`config.mk`:
```
export PLATFORM = sky130hd
export DESIGN_NAME = dual_response_matcher_timeout_unit
export DESIGN_NICKNAME = d
export VERILOG_FILES = /design/src/hdl/drmt_pkg.sv /design/src/hdl/drmt_track.sv /design/src/hdl/dual_response_matcher_timeout_unit.sv
export SDC_FILE = /design/constraint.sdc
export NUM_CORES = 1
export LEC_CHECK = 0
export ABC_AREA = 1
export BUFFER_PORTS_ARGS = -buffer_cell sky130_fd_sc_hd__buf_4
export CAP_MARGIN = 20
export CORE_MARGIN = 8
export CORE_UTILIZATION = 54
export DETAILED_ROUTE_END_ITERATION = 10
export PLACE_DENSITY = 0.73
export SETUP_SLACK_MARGIN = 0.05
export SLEW_MARGIN = 20
export SYNTH_ARGS = -nofsm -noshare
export SYNTH_HDL_FRONTEND = slang
export SYNTH_HIERARCHICAL = 1
export SYNTH_SLANG_ARGS = --single-unit
```
`constraint.sdc`:
```
create_clock -name clk -period 5.6 [get_ports clk]
set_input_delay 1.12 -clock clk [delete_from_list [all_inputs] [get_ports clk]]
set_output_delay 1.12 -clock clk [all_outputs]
set_load 0.005 [all_outputs]
```
`src/hdl/drmt_pkg.sv`:
```
// ----------------------------------------------------------------------------
// drmt_pkg
// Shared codes, widths and defaults for the dual response matcher with timeout.
// ----------------------------------------------------------------------------
`default_nettype none

package drmt_pkg;

  // pattern size default (bytes)
  localparam int MAX_PATTERN_DEF = 8;

  // fixed field widths
  localparam int BYTE_W    = 8;
  localparam int LEN_W     = 4;
  localparam int TIME_W    = 32;
  localparam int CFG_W     = 64;
  localparam int CFG_IDX_W = 3;
  localparam int OP_W      = 2;
  localparam int VERDICT_W = 2;

  // input item kinds
  localparam logic [OP_W-1:0] OP_BYTE  = 2'd0;
  localparam logic [OP_W-1:0] OP_TICK  = 2'd1;
  localparam logic [OP_W-1:0] OP_START = 2'd2;

  // verdict codes
  localparam logic [VERDICT_W-1:0] VERDICT_PASS    = 2'd0;
  localparam logic [VERDICT_W-1:0] VERDICT_FAIL    = 2'd1;
  localparam logic [VERDICT_W-1:0] VERDICT_TIMEOUT = 2'd2;

  // configuration register indexes
  localparam logic [CFG_IDX_W-1:0] REG_PASS_PATTERN  = 3'd0;
  localparam logic [CFG_IDX_W-1:0] REG_PASS_LENGTH   = 3'd1;
  localparam logic [CFG_IDX_W-1:0] REG_FAIL_PATTERN  = 3'd2;
  localparam logic [CFG_IDX_W-1:0] REG_FAIL_LENGTH   = 3'd3;
  localparam logic [CFG_IDX_W-1:0] REG_TIMEOUT_TICKS = 3'd4;

  // register reset values
  localparam logic [LEN_W-1:0]  PASS_LENGTH_RST   = 4'd1;
  localparam logic [LEN_W-1:0]  FAIL_LENGTH_RST   = 4'd0;
  localparam logic [TIME_W-1:0] TIMEOUT_TICKS_RST = 32'd1000;

endpackage

`default_nettype wire

```
`src/hdl/drmt_track.sv`:
```
// ----------------------------------------------------------------------------
// drmt_track
// One pattern tracker: compares a byte with the next expected pattern byte and
// returns the new index and whether the pattern just completed.
// ----------------------------------------------------------------------------
`default_nettype none

module drmt_track #(
  parameter int MAX_PATTERN = drmt_pkg::MAX_PATTERN_DEF
) (
  input  wire logic [8*MAX_PATTERN-1:0]               pattern,
  input  wire logic [drmt_pkg::LEN_W-1:0]             length,
  input  wire logic [$clog2(MAX_PATTERN+1)-1:0]       idx,
  input  wire logic [drmt_pkg::BYTE_W-1:0]            rx_byte,
  output logic      [$clog2(MAX_PATTERN+1)-1:0]       idx_next,
  output logic                                        done
);
  import drmt_pkg::*;

  localparam int IW = $clog2(MAX_PATTERN + 1);
  localparam int SW = (MAX_PATTERN > 1) ? $clog2(MAX_PATTERN) : 1;

  logic [BYTE_W-1:0] pat_bytes [MAX_PATTERN];
  logic [LEN_W-1:0]  eff_len;
  logic [LEN_W-1:0]  idx_w;
  logic [LEN_W-1:0]  idx_inc;
  logic [SW-1:0]     sel;
  logic              hit;

  // split the pattern into bytes
  always_comb begin
    for (int b = 0; b < MAX_PATTERN; b++) begin
      pat_bytes[b] = pattern[b*BYTE_W +: BYTE_W];
    end
  end

  // clamp length to the pattern size
  assign eff_len = (length > LEN_W'(MAX_PATTERN)) ? LEN_W'(MAX_PATTERN) : length;

  assign idx_w   = LEN_W'(idx);
  assign idx_inc = idx_w + 1'b1;
  assign sel     = idx[SW-1:0];

  // index at or past the length counts as a mismatch
  assign hit = (eff_len != '0) && (idx_w < eff_len) && (rx_byte == pat_bytes[sel]);

  // advance on a hit, otherwise back to zero without re-testing
  always_comb begin
    if (hit) begin
      idx_next = IW'(idx_inc);
      done     = (idx_inc == eff_len);
    end else begin
      idx_next = '0;
      done     = 1'b0;
    end
  end

endmodule

`default_nettype wire

```
`src/hdl/dual_response_matcher_timeout_unit.sv`:
```
// ----------------------------------------------------------------------------
// dual_response_matcher_timeout_unit
// Pass / fail byte-pattern matcher with a millisecond timeout.
// ----------------------------------------------------------------------------
// Usage:
//   Input stream: tuser carries the item kind (byte, tick, start), tdata the
//   received byte. A start item arms the matcher and clears both indices and
//   the elapsed counter. Bytes advance the pass and fail trackers, ticks count
//   elapsed time. The block emits one verdict (pass, fail, timeout) on the
//   output stream and goes idle; other items produce no output.
//   Configuration is written through cfg_wr_en / cfg_index / cfg_wdata while
//   the block is idle; writes to unknown indexes are dropped.
//   A verdict passes through the input register, then the result register.
//   Throughput: one item per cycle while a verdict can enter the result register;
//   the tracker and timer update between the two registers is combinational.
//   Reset clears the input stage, the output register, the matcher state and
//   the configuration registers to their defaults.
//   When the receiver stalls the verdict is held; the input register still
//   takes one more item, and items that yield no verdict keep flowing.
// ----------------------------------------------------------------------------
`default_nettype none

module dual_response_matcher_timeout_unit #(
  parameter int MAX_PATTERN = drmt_pkg::MAX_PATTERN_DEF
) (
  input  wire logic                              clk,
  input  wire logic                              rst,
  // configuration write port
  input  wire logic                              cfg_wr_en,
  input  wire logic [drmt_pkg::CFG_IDX_W-1:0]    cfg_index,
  input  wire logic [drmt_pkg::CFG_W-1:0]        cfg_wdata,
  // input stream
  input  wire logic                              s_axis_tvalid,
  output logic                                   s_axis_tready,
  input  wire logic [7:0]                        s_axis_tdata,   // [7:0] rx_byte
  input  wire logic [1:0]                        s_axis_tuser,   // [1:0] op
  // output stream
  output logic                                   m_axis_tvalid,
  input  wire logic                              m_axis_tready,
  output logic      [7:0]                        m_axis_tdata    // [1:0] verdict
);
  import drmt_pkg::*;

  localparam int PW = 8 * MAX_PATTERN;
  localparam int IW = $clog2(MAX_PATTERN + 1);

  // configuration registers
  logic [PW-1:0]     pass_pattern;
  logic [LEN_W-1:0]  pass_length;
  logic [PW-1:0]     fail_pattern;
  logic [LEN_W-1:0]  fail_length;
  logic [TIME_W-1:0] timeout_ticks;

  always_ff @(posedge clk) begin
    if (rst) begin
      pass_pattern  <= '0;
      pass_length   <= PASS_LENGTH_RST;
      fail_pattern  <= '0;
      fail_length   <= FAIL_LENGTH_RST;
      timeout_ticks <= TIMEOUT_TICKS_RST;
    end else if (cfg_wr_en) begin
      case (cfg_index)
        REG_PASS_PATTERN:  pass_pattern  <= cfg_wdata[PW-1:0];
        REG_PASS_LENGTH:   pass_length   <= cfg_wdata[LEN_W-1:0];
        REG_FAIL_PATTERN:  fail_pattern  <= cfg_wdata[PW-1:0];
        REG_FAIL_LENGTH:   fail_length   <= cfg_wdata[LEN_W-1:0];
        REG_TIMEOUT_TICKS: timeout_ticks <= cfg_wdata[TIME_W-1:0];
        default: ;
      endcase
    end
  end

  // input register
  logic              stage_valid;
  logic [OP_W-1:0]   stage_op;
  logic [BYTE_W-1:0] stage_byte;
  logic              stage_fire;
  logic              in_xfer;

  assign s_axis_tready = !stage_valid || stage_fire;
  assign in_xfer       = s_axis_tvalid && s_axis_tready;

  always_ff @(posedge clk) begin
    if (rst) begin
      stage_valid <= 1'b0;
    end else if (in_xfer) begin
      stage_valid <= 1'b1;
    end else if (stage_fire) begin
      stage_valid <= 1'b0;
    end
  end

  always_ff @(posedge clk) begin
    if (in_xfer) begin
      stage_op   <= s_axis_tuser[OP_W-1:0];
      stage_byte <= s_axis_tdata[BYTE_W-1:0];
    end
  end

  // matcher state
  logic              waiting;
  logic [IW-1:0]     pass_index;
  logic [IW-1:0]     fail_index;
  logic [TIME_W-1:0] elapsed;

  logic [IW-1:0]     pass_idx_trk;
  logic [IW-1:0]     fail_idx_trk;
  logic              pass_done;
  logic              fail_done;

  drmt_track #(.MAX_PATTERN(MAX_PATTERN)) u_pass (
    .pattern  (pass_pattern),
    .length   (pass_length),
    .idx      (pass_index),
    .rx_byte  (stage_byte),
    .idx_next (pass_idx_trk),
    .done     (pass_done)
  );

  drmt_track #(.MAX_PATTERN(MAX_PATTERN)) u_fail (
    .pattern  (fail_pattern),
    .length   (fail_length),
    .idx      (fail_index),
    .rx_byte  (stage_byte),
    .idx_next (fail_idx_trk),
    .done     (fail_done)
  );

  // next state and verdict for the staged item
  logic              waiting_next;
  logic [IW-1:0]     pass_index_next;
  logic [IW-1:0]     fail_index_next;
  logic [TIME_W-1:0] elapsed_next;
  logic              produce;
  logic [VERDICT_W-1:0] verdict_next;

  always_comb begin
    waiting_next    = waiting;
    pass_index_next = pass_index;
    fail_index_next = fail_index;
    elapsed_next    = elapsed;
    produce         = 1'b0;
    verdict_next    = VERDICT_PASS;
    case (stage_op)
      OP_START: begin
        waiting_next    = 1'b1;
        pass_index_next = '0;
        fail_index_next = '0;
        elapsed_next    = '0;
      end
      OP_BYTE: begin
        if (waiting) begin
          pass_index_next = pass_idx_trk;
          if (pass_done) begin
            // pass has priority; fail tracker is left untouched
            waiting_next = 1'b0;
            produce      = 1'b1;
            verdict_next = VERDICT_PASS;
          end else begin
            fail_index_next = fail_idx_trk;
            if (fail_done) begin
              waiting_next = 1'b0;
              produce      = 1'b1;
              verdict_next = VERDICT_FAIL;
            end
          end
        end
      end
      OP_TICK: begin
        if (waiting) begin
          if (elapsed < timeout_ticks) begin
            elapsed_next = elapsed + 1'b1;
          end
          if (elapsed_next >= timeout_ticks) begin
            waiting_next = 1'b0;
            produce      = 1'b1;
            verdict_next = VERDICT_TIMEOUT;
          end
        end
      end
      default: ;
    endcase
  end

  // staged item moves on unless its verdict would hit a full output register
  assign stage_fire = stage_valid && (!produce || !m_axis_tvalid || m_axis_tready);

  always_ff @(posedge clk) begin
    if (rst) begin
      waiting    <= 1'b0;
      pass_index <= '0;
      fail_index <= '0;
      elapsed    <= '0;
    end else if (stage_fire) begin
      waiting    <= waiting_next;
      pass_index <= pass_index_next;
      fail_index <= fail_index_next;
      elapsed    <= elapsed_next;
    end
  end

  // result register
  logic [VERDICT_W-1:0] verdict;

  always_ff @(posedge clk) begin
    if (rst) begin
      m_axis_tvalid <= 1'b0;
    end else if (stage_fire && produce) begin
      m_axis_tvalid <= 1'b1;
    end else if (m_axis_tready) begin
      m_axis_tvalid <= 1'b0;
    end
  end

  always_ff @(posedge clk) begin
    if (stage_fire && produce) begin
      verdict <= verdict_next;
    end
  end

  assign m_axis_tdata = {{(8 - VERDICT_W){1'b0}}, verdict};

endmodule

`default_nettype wire

```
==> results.cfg, run 1 <==
[status]
outcome = complete, no violations

[sta]
timing.fmax_mhz = 190.0
hold_viol_final = 0
rsz0062_at_grt = false
slew_headroom_pct = 29.42
whs_ns = 0.4690
layout_worst_path_cycle_share_pct = 93.96
fin_tns_setup_ns = 0
setup_ws_ns = 0.3380
setup_viol = 0
finClkSkew_ns = 0.01946
drv_slew = 0
worst-slew-pin-transition_ns = 1.056
min_period_ns = 5.262

[detailed_routing]
drtAntennaViolNets = 0
wl_per_cell_um = 17.01
first_pass_iters = 5
viasPerCell = 5.387
drt-initial-drc-count = 1320
routed_wl_mm = 40.12
drc_errors = 0
via_count = 12708

[die]
die_w_um = 172.2
rows = 57
core-area_mm2 = 0.02411
fp.dieArea_mm2 = 0.02964
ios = 92
die_h_um = 172.2
start_util_pct = 54.64

[finish]
final_layout_size_suffix_gt1_share_pct = 10.96
fillers = 2317
seq_area_mm2 = 0.004584
finalNonFillerCells = 2359
layout.nets = 2173
multi_input_comb_area_mm2 = 0.007151
areaGrowthSynthToFinish_pct = 11.55
utilization_pct = 60.95
num_antenna_cells = 0
final_cell_mix = 388 x nand2_1, 350 x nor2_1, 211 x dfxtp_1, 206 x inv_1, 173 x o21ai_0
layout_commonest_cell = nand2_1

[worst_setup_path]
rr_endpoint = elapsed[14]$_SDFFE_PP0P_
r2r_slack_ns = 1.04
critical_path_arrival_ns = 4.14
reg2regPathDepth = 23
worstReg2RegStart = elapsed[27]$_SDFFE_PP0P_
startpoint = elapsed[27]$_SDFFE_PP0P_
endpoint = s_axis_tready
crit_path_end_kind = output pin
crit_type = flop to output pin
worstPathRequired_ns = 4.48
start_kind = flop
path_max_fanout = 18

[synthesis]
synth-warning-count = 6
ys_ff_latch = 223
avgSynthCellArea_um2 = 6.658
netlist_instances = 1978
async_flop_share_pct = 0
synth_area_mm2 = 0.01317
synth_cell_types = 41
synth_edf_count = 12
synth-main-ff-cell = dfxtp_1
ys_seq_area_share_pct = 34.81

[clock_network]
cts-buffers-inserted = 25
cts_max_level = 1
clock-sinks = 223
path_clk_slew_ns = 0.06
clk_latency_ns = 0.53
cts_root_buffer = clkbuf_16
clockBufferDepth = 3
cts_tree = yes

[global_routing]
grt_use_total_pct = 26.71
grt_max_degree = 93
overflow = 0
grt_pass1_vias = 11898
antenna_found_initial = 1
grt_pass1_wl_mm = 63.30

[power]
vdd_ir_drop_max_uv = 243.0
powerDensity_mw_per_mm2 = 247.6
leakagePower_uw = 0.006468

[placement]
dp_hpwl_mm = 27.80
gp_congestion = 0.9005
numPortBuffers = 85
dp.cells = 2306
dp_slack_ns = 0.6673

[flow_run]
cap_viol_max_count = 0

[min_path]
hp-class = flop to flop
==> report_power, final <==
| part | switching [uW] | leakage, uW | total (uW) | internal (uW) |
|---|---|---|---|---|
| clock | 667 | 0.000406 | 1640 | 977 |
| combinational | 204 | 0.00423 | 318 | 115 |
| sequential | 25.5 | 0.00183 | 1670 | 1650 |
==> cells in the mapped netlist, types with 6 or more instances <==
| cell type | count | area [um2] |
|---|---|---|
| nand2_1 | 389 | 1460 |
| nor2_1 | 350 | 1314 |
| dfxtp_1 | 211 | 4224 |
| inv_1 | 207 | 777.0 |
| o21ai_0 | 173 | 865.8 |
| nand3_1 | 159 | 795.8 |
| a21oi_1 | 112 | 560.5 |
| ha_1 | 74 | 925.9 |
| clkbuf_1 | 54 | 202.7 |
| inv_2 | 38 | 142.6 |
| xor2_1 | 34 | 297.8 |
| nor3_1 | 19 | 95.09 |
| o21ai_1 | 19 | 95.09 |
| buf_6 | 18 | 202.7 |
| buf_4 | 15 | 112.6 |
| nand4_1 | 13 | 81.33 |
| edfxtp_1 | 12 | 360.4 |
| buf_2 | 11 | 55.05 |
| nand3b_1 | 9 | 67.56 |
| nand3_2 | 8 | 80.08 |
| nor2_2 | 7 | 43.79 |
| nor4_1 | 6 | 37.54 |
| o211ai_1 | 6 | 45.04 |
==> worst max-delay path, stage by stage (launching register included) <==
cell	delay, ns
dfxtp_1	0.36
ha_1	0.31
nand2_1	0.12
nor2_4	0.17
nand2_1	0.11
nor4_4	0.25
buf_4	0.19
nand2_8	0.12
nand2_4	0.26
nand2_1	0.09
nand2_1	0.11
inv_2	0.05
ha_1	0.27
nand2_1	0.05
nor2_1	0.15
nand4_1	0.16
nor2_1	0.12
nand2_1	0.10
nand3_2	0.13
nand3_1	0.11
nand3b_1	0.21
buf_4	0.16
==> per-stage QoR <==
step           power [uW]  cell area (um2)
6_report             3637            14690
3_5_place_dp         2012            13780
4_1_cts              3646            14590
3_3_place_gp         2006            13780
2_1_floorplan        1890            13190
5_1_grt              3769            14690
==> logic make-up after synthesis <==
group	share of synthesized area (%)
xor+xnor	2.394
buf+inv	11.49
simple gates	31.55
other cells	0.02847
compound gates	12.70
flops	34.81
fa+ha+maj	7.030
==> state kept, by name, summed over array words and instances (netlist names) <==
| register | flops |
|---|---|
| fail_pattern | 64 |
| m_axis_tvalid | 1 |
| verdict | 2 |
| fail_index | 4 |
| stage_byte | 8 |
| timeout_ticks | 32 |
| elapsed | 32 |
| pass_pattern | 64 |
| waiting | 1 |
| stage_valid | 1 |
| fail_length | 4 |
| pass_index | 4 |
| pass_length | 4 |
| stage_op | 2 |
==> layer usage <==
layer  vias to the layer above  GRT usage [%]  share of wire (%)
li1                       6378              -                  -
met1                      5851          34.97                 44
met2                       386          44.24                 47
met3                        93          3.539                5.7
met4                         0          10.12                3.7
met5                         -              0                  0
==> worst min-delay path by stage <==
stage	startpoint	to	cells past startpoint
floorplan	fail_length[2]$_SDFFE_PP0P_	fail_length[2]$_SDFFE_PP0P_	2
global placement	fail_length[2]$_SDFFE_PP0P_	fail_length[2]$_SDFFE_PP0P_	2
detailed placement	fail_length[2]$_SDFFE_PP0P_	fail_length[2]$_SDFFE_PP0P_	2
CTS	fail_length[2]$_SDFFE_PP0P_	fail_length[2]$_SDFFE_PP0P_	2
global route	pass_pattern[44]$_SDFFE_PP0P_	pass_pattern[44]$_SDFFE_PP0P_	2
finish	fail_length[1]$_SDFFE_PP0P_	fail_length[1]$_SDFFE_PP0P_	2
==> repair_timing <==
item | in CTS | in global routing
setup endpoints to repair | 0 | 1
resized for setup | 0 | 3
hold buffers | 0 | 0
setup buffers | 0 | 6
==> area by class of cell <==
type                            count  area share [%]
Sequential cell                   223           31.20
Inverter                          247           6.353
Multi-Input combinational cell   1415           48.67
Clock buffer                       28           4.471
Timing Repair Buffer              105           5.451
Tap cell                          324           2.759
Clock inverter                     17           1.090
No activity file was read; power rests on OpenSTA's default activity.
==> inputs of run 2 (changes only) <==
--- a/config.mk
+++ b/config.mk
@@ -6,8 +6,9 @@
 export NUM_CORES = 1
 export LEC_CHECK = 0
 export ABC_AREA = 1
-export BUFFER_PORTS_ARGS = -buffer_cell sky130_fd_sc_hd__buf_4
+export BUFFER_PORTS_ARGS = -buffer_cell sky130_fd_sc_hd__buf_2
 export CAP_MARGIN = 20
+export CORE_ASPECT_RATIO = 1.1
 export CORE_MARGIN = 8
 export CORE_UTILIZATION = 54
 export DETAILED_ROUTE_END_ITERATION = 10
==> constraint.sdc (replaced) <==
create_clock -name clk -period 6.15 [get_ports clk]
set_input_delay 1.23 -clock clk [delete_from_list [all_inputs] [get_ports clk]]
set_output_delay 1.23 -clock clk [all_outputs]
set_load 0.005 [all_outputs]
==> results.cfg, run 2 (synthesis gave the netlist of run 1 again) <==
[status]
outcome = complete, no violations

[detailed_routing]
drc_errors = 0
drtAntennaViolNets = 0
first_pass_iters = 5
routed_wl_mm = 37.75
via_count = 12486
viasPerCell = 5.345
wl_per_cell_um = 16.16
drt-initial-drc-count = 783

[power]
vdd_ir_drop_max_uv = 192.8
powerDensity_mw_per_mm2 = 227.7
internal_power_uw = 2461
power.share.clock_pct = 45.4
seqPwrFrac_pct = 46.6
p_switching_uw = 809.1
leakagePower_uw = 0.006352
combPwrFrac_pct = 7.9
swShare_pct = 24.74

[global_routing]
grt_pass1_wl_mm = 61.00
overflow = 0
grt_pass1_vias = 12073
antenna_found_initial = 0
grt_max_degree = 84
grt_use_total_pct = 25.17

[worst_setup_path]
worstReg2RegStart = elapsed[21]$_SDFFE_PP0P_
reg2regPathDepth = 21
r2r_slack_ns = 1.52
worstPathRequired_ns = 4.92
startpoint = elapsed[21]$_SDFFE_PP0P_
crit_type = flop to output pin
endpoint = s_axis_tready
critical_path_arrival_ns = 4.26
start_kind = flop
crit_path_end_kind = output pin
rr_endpoint = elapsed[13]$_SDFFE_PP0P_
path_max_fanout = 15

[min_path]
min_from = fail_length[1]$_SDFFE_PP0P_
hp-class = flop to flop

[clock_network]
clk_latency_ns = 0.53
cts_setup_buffers = 0
cts-buffers-inserted = 25
clock-sinks = 223
cts_resized = 0
path_clk_slew_ns = 0.06
postCtsHoldBufs = 0
clockBufferDepth = 3
cts_max_level = 1
cts_root_buffer = clkbuf_16
cts_tree = yes

[sta]
hold_viol_final = 0
drv_slew = 0
layout_worst_path_cycle_share_pct = 89.26
setup_ws_ns = 0.6607
fin_tns_setup_ns = 0
slew_headroom_pct = 35.97
whs_ns = 0.4710
timing.fmax_mhz = 182.2
rsz0062_at_grt = false
worst-slew-pin-transition_ns = 0.9605
finClkSkew_ns = 0.01322
min_period_ns = 5.489
setup_viol = 0

[die]
start_util_pct = 54.31
die_h_um = 179.8
die_w_um = 164.9
rows = 60
fp.dieArea_mm2 = 0.02965
core-area_mm2 = 0.02425
ios = 92

[placement]
dp_hpwl_mm = 26.90
numPortBuffers = 85
dp.cells = 2291
dp_slack_ns = 1.225
gp_congestion = 0.9436

[flow_run]
cap_viol_max_count = 0

[finish]
areaGrowthSynthToFinish_pct = 9.073
num_antenna_cells = 0
layout_commonest_cell = nand2_1
final_layout_size_suffix_gt1_share_pct = 10.81
layout.nets = 2164
top_regs = fail_pattern (64), pass_pattern (64)
final_cell_mix = 388 x nand2_1, 350 x nor2_1, 211 x dfxtp_1, 206 x inv_1, 173 x o21ai_0
finalNonFillerCells = 2336
## run 2: cell types whose count changed in the layout (fill, tap and decap cells not counted)
| cell | before | now |
|---|---|---|
| buf_2 | 0 | 85 |
| buf_4 | 104 | 12 |
| bufinv_16 | 3 | 2 |
| clkbuf_8 | 2 | 4 |
| clkinv_1 | 5 | 0 |
| clkinv_2 | 8 | 12 |
| clkinv_4 | 0 | 1 |
| clkinvlp_4 | 1 | 2 |
| inv_2 | 38 | 37 |
| inv_6 | 1 | 0 |
| nand2_4 | 4 | 3 |
| nand2_8 | 2 | 1 |
| nor2_2 | 4 | 7 |
| nor2_4 | 6 | 3 |
## run 2: metal layers
metal / up-vias / share of wire, % / GRT usage [%]
met4: 0 / 5.4 / 13.31
met2: 350 / 50 / 44.57
met3: 117 / 5.2 / 3.451
li1: 6354 / - / -
met5: - / 0 / 0
met1: 5665 / 39 / 28.55
## run 2: per-stage QoR
step | utilization [%] | power, uW | cell area [um2]
6_report | 59.24 | 3270 | 14370
2_1_floorplan | - | 1721 | 13190
5_1_grt | 59.24 | 3396 | 14370
3_5_place_dp | 55.86 | 1813 | 13550
3_3_place_gp | 55.78 | 1806 | 13530
4_1_cts | 59.24 | 3292 | 14360
## run 2: cell type report
| cell class | count | area (um2) |
|---|---|---|
| Fill cell | 2369 | 9883 |
| Multi-Input combinational cell | 1413 | 7104 |
| Sequential cell | 223 | 4584 |
| Inverter | 247 | 934.6 |
| Clock buffer | 30 | 684.4 |
| Timing Repair Buffer | 98 | 535.5 |
| Tap cell | 310 | 387.9 |
| Clock inverter | 15 | 133.9 |
## run 2: how the worst min path moves through the flow
stage               cells after the start  slack, ns                          end
floorplan                               2       0.44  fail_length[2]$_SDFFE_PP0P_
global placement                        2       0.45  fail_length[2]$_SDFFE_PP0P_
detailed placement                      2       0.46  fail_length[2]$_SDFFE_PP0P_
CTS                                     2       0.47  fail_length[2]$_SDFFE_PP0P_
global route                            2       0.48  fail_length[2]$_SDFFE_PP0P_
finish                                  2       0.47  fail_length[1]$_SDFFE_PP0P_
## run 2: power by group through the flow
stage | combinational (uW) | clock (uW) | sequential [uW]
6_report | 260 | 1490 | 1520
5_1_grt | 291 | 1580 | 1530
4_1_cts | 258 | 1510 | 1520
3_5_place_dp | 256 | 0 | 1560
3_3_place_gp | 251 | 0 | 1560
2_1_floorplan | 172 | 0 | 1550
## run 2: critical path, cell delays in order, from the launching register on
cell      delay, ns
dfxtp_1        0.46
ha_1           0.31
a21oi_1        0.14
o21ai_1        0.08
o21bai_4       0.18
a31oi_4        0.48
buf_4          0.31
nand3_1        0.09
nand2_1        0.10
inv_2          0.04
ha_1           0.31
nand2_1        0.06
o21ai_0        0.22
a21oi_1        0.11
nand2_1        0.16
nand2_1        0.12
nand3_2        0.11
nand3_1        0.10
nand3b_1       0.19
buf_2          0.15
